File: config.mk
export PLATFORM = sky130hd
export DESIGN_NAME = vfc_agu
export DESIGN_NICKNAME = d
export VERILOG_FILES = /design/src/sv/vfc_pkg.sv /design/src/sv/vfc_agu.sv
export SDC_FILE = /design/constraint.sdc
export NUM_CORES = 1
export LEC_CHECK = 0
export BUFFER_PORTS_ARGS = -buffer_cell sky130_fd_sc_hd__buf_4
export CAP_MARGIN = 20
export CELL_PAD_IN_SITES_DETAIL_PLACEMENT = 1
export CELL_PAD_IN_SITES_GLOBAL_PLACEMENT = 1
export CORE_AREA = 3 3 121 123
export CTS_BUF_LIST = sky130_fd_sc_hd__clkbuf_4 sky130_fd_sc_hd__clkbuf_8 sky130_fd_sc_hd__clkbuf_16
export CTS_CLUSTER_DIAMETER = 120
export DETAILED_ROUTE_END_ITERATION = 6
export DIE_AREA = 0 0 124 126
export PLACE_DENSITY = 0.84
export SLEW_MARGIN = 5
export SYNTH_ARGS = -nofsm -noshare
export SYNTH_HDL_FRONTEND = slang
export SYNTH_SLANG_ARGS = --single-unit
File: constraint.sdc
create_clock -name i_clk -period 6.7 [get_ports i_clk]
set_input_delay 1.005 -clock i_clk [delete_from_list [all_inputs] [get_ports i_clk]]
set_output_delay 1.005 -clock i_clk [all_outputs]
set_load 0.005 [all_outputs]
File: src/sv/vfc_pkg.sv
`timescale 1ns / 1ps
// ----------------------------------------------------------------------------
// vfc_pkg
// shared types, widths and codes of the voxel face cull update core
// ----------------------------------------------------------------------------
package vfc_pkg;

    localparam int MAX_DIM   = 32;
    localparam int MAX_CELLS = 32768;

    localparam int CRD_W  = 5;
    localparam int DIM_W  = 6;
    localparam int KIND_W = 2;
    localparam int CMD_W  = 3;
    localparam int FACE_W = 3;
    localparam int NDIR   = 6;
    localparam int WH_W   = 2 * DIM_W;
    localparam int CALC_W = WH_W + CRD_W + 1;
    localparam int AW     = $clog2(MAX_CELLS);
    localparam int CIDX_W = 2;

    localparam logic [CMD_W-1:0] CMD_REMOVE = 3'd0;
    localparam logic [CMD_W-1:0] CMD_ADD    = 3'd1;
    localparam logic [CMD_W-1:0] CMD_HIDE   = 3'd2;
    localparam logic [CMD_W-1:0] CMD_SHOW   = 3'd3;
    localparam logic [CMD_W-1:0] CMD_REJECT = 3'd4;

    localparam logic [FACE_W-1:0] FACE_RIGHT  = 3'd0;
    localparam logic [FACE_W-1:0] FACE_LEFT   = 3'd1;
    localparam logic [FACE_W-1:0] FACE_TOP    = 3'd2;
    localparam logic [FACE_W-1:0] FACE_BOTTOM = 3'd3;
    localparam logic [FACE_W-1:0] FACE_FRONT  = 3'd4;
    localparam logic [FACE_W-1:0] FACE_BACK   = 3'd5;

    localparam logic [KIND_W-1:0] KIND_AIR   = 2'd0;
    localparam logic [KIND_W-1:0] KIND_STONE = 2'd2;

    localparam logic [CIDX_W-1:0] CFG_WIDTH  = 2'd0;
    localparam logic [CIDX_W-1:0] CFG_HEIGHT = 2'd1;
    localparam logic [CIDX_W-1:0] CFG_DEPTH  = 2'd2;

    typedef struct packed {
        logic              mul;
        logic              base;
        logic [FACE_W-1:0] dir;
    } t_agu_ctl;

endpackage

File: src/sv/vfc_agu.sv
`timescale 1ns / 1ps
// ----------------------------------------------------------------------------
// vfc_agu
// cell index unit: linear index of the cell and one neighbour offset per cycle
// ----------------------------------------------------------------------------
module vfc_agu (
    input  logic                      i_clk,
    input  vfc_pkg::t_agu_ctl         i_ctl,
    input  logic [vfc_pkg::DIM_W-1:0] i_weff,
    input  logic [vfc_pkg::DIM_W-1:0] i_heff,
    input  logic [vfc_pkg::CRD_W-1:0] i_x,
    input  logic [vfc_pkg::CRD_W-1:0] i_y,
    input  logic [vfc_pkg::CRD_W-1:0] i_z,
    output logic [vfc_pkg::AW-1:0]    o_center,
    output logic [vfc_pkg::AW-1:0]    o_nb_addr
);

    logic [vfc_pkg::WH_W-1:0]   r_wh;
    logic [vfc_pkg::WH_W-1:0]   r_yw;
    logic [vfc_pkg::CALC_W-1:0] r_base;
    logic [vfc_pkg::WH_W-1:0]   delta;
    logic [vfc_pkg::CALC_W-1:0] sum;

    always_ff @(posedge i_clk) begin
        if (i_ctl.mul) begin
            r_wh <= vfc_pkg::WH_W'(i_weff) * vfc_pkg::WH_W'(i_heff);
            r_yw <= vfc_pkg::WH_W'(i_y) * vfc_pkg::WH_W'(i_weff);
        end
        if (i_ctl.base) begin
            r_base <= vfc_pkg::CALC_W'(i_x) + vfc_pkg::CALC_W'(r_yw)
                    + vfc_pkg::CALC_W'(i_z) * vfc_pkg::CALC_W'(r_wh);
        end
    end

    always_comb begin
        case (i_ctl.dir)
            vfc_pkg::FACE_RIGHT, vfc_pkg::FACE_LEFT: delta = vfc_pkg::WH_W'(1);
            vfc_pkg::FACE_TOP, vfc_pkg::FACE_BOTTOM: delta = vfc_pkg::WH_W'(i_weff);
            default:                                 delta = r_wh;
        endcase
        if (i_ctl.dir[0]) begin
            sum = r_base - vfc_pkg::CALC_W'(delta);
        end else begin
            sum = r_base + vfc_pkg::CALC_W'(delta);
        end
    end

    assign o_nb_addr = sum[vfc_pkg::AW-1:0];
    assign o_center  = r_base[vfc_pkg::AW-1:0];

endmodule
After elaboration in Yosys (flattened, before gate mapping)
Index checks and enable logic that the tools add are counted.
{"block": "classes", "n_addsub": 4, "mul": 3, "eq_ne": 3, "mux": 2, "reduce_logical": 3}
{"op": "$pmux 12 s2", "n": 1}
{"op": "$add 12x15->15", "n": 1}
{"op": "$add 15x12->15", "n": 1}
{"op": "$mul 5x12->15", "n": 1}
{"op": "$mux 15", "n": 1}
{"op": "$sub 15x12->15", "n": 1}
{"op": "$add 5x11->12", "n": 1}
{"op": "$mul 6x6->12", "n": 1}
{"op": "$mul 5x6->11", "n": 1}
{"op": "$eq 3x2->1 const B", "n": 2}
{"op": "$reduce_or 2->1", "n": 2}
{"op": "$eq 3x1->1 const B", "n": 1}
{"op": "$logic_not 3->1", "n": 1}
{"block": "totals", "register_bits": 38, "inputBits": 33, "out_inout_bits": 30, "wordCells": 18}

Longest topological paths before layout
{"block": "logic_depth", "ltp_word": 5, "depth_mapped": 17, "depth_no_buf": 16}

Worst setup path before layout
Ideal clock, no wire load.
{"block": "synth_timing", "kind": "input-to-reg", "startpoint": "input i_z[4] (netlist name)", "endpoint": "register r_base[12] (netlist name) (data pin)", "arrival_time_ns": 4.957, "t_required_ns": 6.439, "slack_ns": 1.482, "path_stages": 15, "cell_sequence": "clkbuf_1 > nand2_1 > fa_1 > fa_1 > inv_1 > fa_1 > inv_1 > fa_1 > inv_1 > ha_1 > and2_1 > a311o_1 > o211ai_2 > a21oi_1 > a311o_1"}
{"block": "synth_between", "elab_chain_len": 2}
{"element": "start, declared", "line_no": "vfc_agu.sv:13", "rtl": "input logic [vfc_pkg::CRD_W-1:0] i_z,"}
{"element": "$mul 5x12->15", "line_no": "vfc_agu.sv:31", "rtl": "+ vfc_pkg::CALC_W'(i_z) * vfc_pkg::CALC_W'(r_wh);"}
{"element": "$add 12x15->15", "line_no": "vfc_agu.sv:31"}
{"element": "end signal, assigned", "line_no": "vfc_agu.sv:30", "rtl": "r_base <= vfc_pkg::CALC_W'(i_x) + vfc_pkg::CALC_W'(r_yw)"}
{"element": "end, declared", "line_no": "vfc_agu.sv:20", "rtl": "logic [vfc_pkg::CALC_W-1:0] r_base;"}
Every way passes these cells.
A chain may end at the register's enable or synchronous reset.

Worst setup path after layout
{"block": "layout_timing", "startpoint": "input i_ctl[2] (netlist name)", "endpoint": "output o_nb_addr[14] (netlist name)"}
{"block": "layout_between", "elab_chain_len": 5, "word_cells_on_any_way": 10}
{"element": "start, declared", "line_no": "vfc_agu.sv:8", "rtl": "input vfc_pkg::t_agu_ctl i_ctl,"}
{"element": "$eq 3x2->1, or another cell as far along", "line_no": "vfc_agu.sv:36", "rtl": "case (i_ctl.dir)"}
{"element": "$reduce_or 2->1", "line_no": "vfc_agu.sv:36"}
{"element": "$pmux 12 s2 (*)", "line_no": "vfc_agu.sv:36"}
{"element": "$add 15x12->15 or $sub 15x12->15 (tied branches)", "line_no": "vfc_agu.sv:44, vfc_agu.sv:42"}
{"element": "$mux 15 (*)", "line_no": "vfc_agu.sv:41", "rtl": "if (i_ctl.dir[0]) begin"}
{"element": "end, declared", "line_no": "vfc_agu.sv:15", "rtl": "output logic [vfc_pkg::AW-1:0] o_nb_addr"}
Every way passes the cells marked *; elsewhere a longest branch is shown, timed or not.

==> run summary <==
# resized after CTS - 0
Detailed Route Iter0 Violations - 236
sequential area share after synthesis - 17.7%
synthesized cell area - 6460 sq um
Rows - 43
Syn-to-layout area delta - 11.8%
final instance area - 7220 sq um
layout cells sized above 1 - 12.0%
setup slack, reg-to-reg - 1850 ps
Die X - 124 um
antenna diode count - 0
syn avg cell area - 9.42 sq um
RSZ-0062 raised after global routing - no
Startpoint Class - primary input
worst-path maximum fanout - 31
core area - 13,800 sq um
Slew Limit Headroom - 64.5%
DP Area - 7060 sq um
post-route setup slack - 1480 ps
flops & latches, synth - 38
Worst-Margin Slew - 527 ps
Most used DFF post-synth - edfxtp_1
first-pass GRT wire length - 27,900 um
vias in the first global route - 5,675
Worst EP required - 5690 ps
period utilization - 78.0%
height of the chip - 126 um
post-CTS setup buffer count - 0
Final nets - 927
Fmax - 191 MHz
syn_nets - 879
cells on worst reg2reg path - 14
final setup skew - 9.41 ps
pre-CTS WS - 1260 ps
hold buffer count at CTS - 0
# IOs - 63
Crit Reg-Reg Startpoint - r_wh[0]
Antenna Violating Nets Remaining - 0
setup TNS - 0 ps
root buffer cell - clkbuf_16
last weighted congestion value of the routability-driven placer - 0.830
total power draw - 4.30 mW
slowest stage delay, CP - 430 ps
endpoints failing hold - 0
Setup crit end - o_nb_addr[14]
Post-synth ARST share - 0%
H-tree level count - 2
crit end category - output pin
Yosys warning count - 0
worst hold path class - flip-flop to flip-flop
clock latency on the worst-skew pair - 290 ps
die area - 15,600 sq um
Critical path origin - i_ctl[2]
WP data arrival - 4220 ps
Total Routing Usage GR - 22.5%
vias per inst - 5.42
LEAKAGE - 3.51 nW
PortBufs - 62
post-DP HPWL - 13,700 um
Syn Inst Count - 686
Period minus WS final - 5220 ps
DR vias - 4,954
Max Slew Vio Count - 0
TritonCTS Buffers - 5
Fill cells - 1,637
DR WL/cell - 18.2 um
Final setup viols - 0
Initial Utilization - 46.9%
CP max-delay cell - or4_1
EDFF count, synth - 38
max capacitance violation total - 0
Pwr per Cell Area - 595 nW/um^2
CTS clk-pin slew, worst paths - 60 ps
GR Overflow Total - 0
peak supply drop - 0.000386 V
CTS tree - done
FF-to-FF End - r_base[12]
wirelength, routed - 16,600 um
Yosys cell types - 52
CTS sink cnt - 38
maximum number of pins on one net before global-route repair - 32
critical path class - primary input to output pin
CTS Buffer Depth - 2
drt first pass iters - 4
Critical Path, Cell by Cell - buf_4 -> mux2_2 -> inv_1 -> ha_1 -> o211ai_1 -> nor2_1 -> nor2_1 -> xor2_1 -> ha_1 -> or4_1 -> o22ai_2 -> o21ai_1 -> a31oi_1 -> xnor2_1 -> buf_4
Hold Path Origin - r_yw[0]
DRC - 0
initial antenna violation count - 1
outcome - complete, no violations
[through the flow]
step / hold WS [ps] / instances / utilization (%)
2_1_floorplan: 526 / 686 / -
3_3_place_gp: 558 / 907 / 51.3
3_5_place_dp: 561 / 907 / 51.3
4_1_cts: 586 / 914 / 52.4
5_1_grt: 613 / 914 / 52.4
6_report: 590 / 914 / 52.4
[worst max-delay path: cells and delay by family]
family                     cells  cell delay, ps
and+or+nand+nor                3             850
buffers and inverters          3             500
AOI/OAI and AO/OA              4             720
adders and majority gates      2             400
muxes                          1             400
xor gates and xnor gates       2             340
[sequential cells by signal (all words and copies together), names as in the netlist]
name    flops
r_yw       11
r_wh       12
r_base     15
[logic make-up (layout without fill, tap and decap cells)]
group / after synthesis / count (layout) / share of synthesized area (%)
AO/OA/AOI/OAI: 102 / 102 / 11.5
XOR/XNOR: 48 / 48 / 6.62
adder cells (fa/ha/maj): 160 / 160 / 39.5
buffers and inverters: 122 / 170 / 7.26
flip-flops: 38 / 38 / 17.7
multiplexers: 1 / 1 / 0.174
AND/OR/NAND/NOR: 215 / 215 / 17.3
[routing by layer]
metal | global-route usage, % | part of all wire (%)
met1 | 27.6 | 40
met2 | 41.4 | 54
met3 | 2.33 | 3.8
met5 | 0 | 0
met4 | 6.38 | 2.4
[cell usage in the layout, fill, tap and decap left out, types with 7 or more instances in the layout]
| master | n |
|---|---|
| inv_1 | 101 |
| nand2_1 | 63 |
| xor2_1 | 16 |
| fa_1 | 73 |
| xnor2_1 | 31 |
| nor2_1 | 35 |
| and2_1 | 82 |
| a21oi_1 | 28 |
| a21o_1 | 13 |
| ha_1 | 87 |
| nor2b_1 | 7 |
| buf_4 | 62 |
| o21ai_0 | 13 |
| nor3_1 | 10 |
| edfxtp_1 | 38 |
[report_power, final]
part           switching [mW]  internal [mW]  total [mW]  leakage [nW]
combinational            1.86           1.56        3.42          3.06
sequential              0.105          0.503       0.608         0.370
clock                  0.0967          0.172       0.269        0.0773
[synthesized netlist by cell type, types with 13 or more instances]
master,n,area share (%)
o21ai_0,13,1.0
ha_1,87,17
inv_1,101,5.9
xnor2_1,31,4.2
nor2_1,35,2.0
a21oi_1,28,2.2
and2_1,82,7.9
xor2_1,16,2.2
a21o_1,13,1.5
clkbuf_1,16,0.93
edfxtp_1,38,18
nand2_1,63,3.7
fa_1,73,23
[worst min-delay path by stage]
| stage | to | slack (ps) | cells past startpoint |
|---|---|---|---|
| after floorplan | r_base[0] | 530 | 1 |
| after global placement | r_base[0] | 560 | 1 |
| after detailed placement | r_base[0] | 560 | 1 |
| after CTS | r_base[0] | 590 | 1 |
| after global routing | r_base[0] | 610 | 1 |
| final | r_base[0] | 590 | 1 |
[layout make-up]
| type | instances | area [sq um] | area share [%] |
|---|---|---|---|
| inverters | 101 | 379 | 5.25 |
| flip-flops and latches | 38 | 1140 | 15.8 |
| multi-input cells | 526 | 4850 | 67.2 |
| clock inverters | 2 | 33.8 | 0.468 |
| clock buffers | 5 | 125 | 1.73 |
| repair buffers | 62 | 465 | 6.45 |
| well taps | 180 | 225 | 3.12 |
No activity file was read; power rests on OpenSTA's default activity.
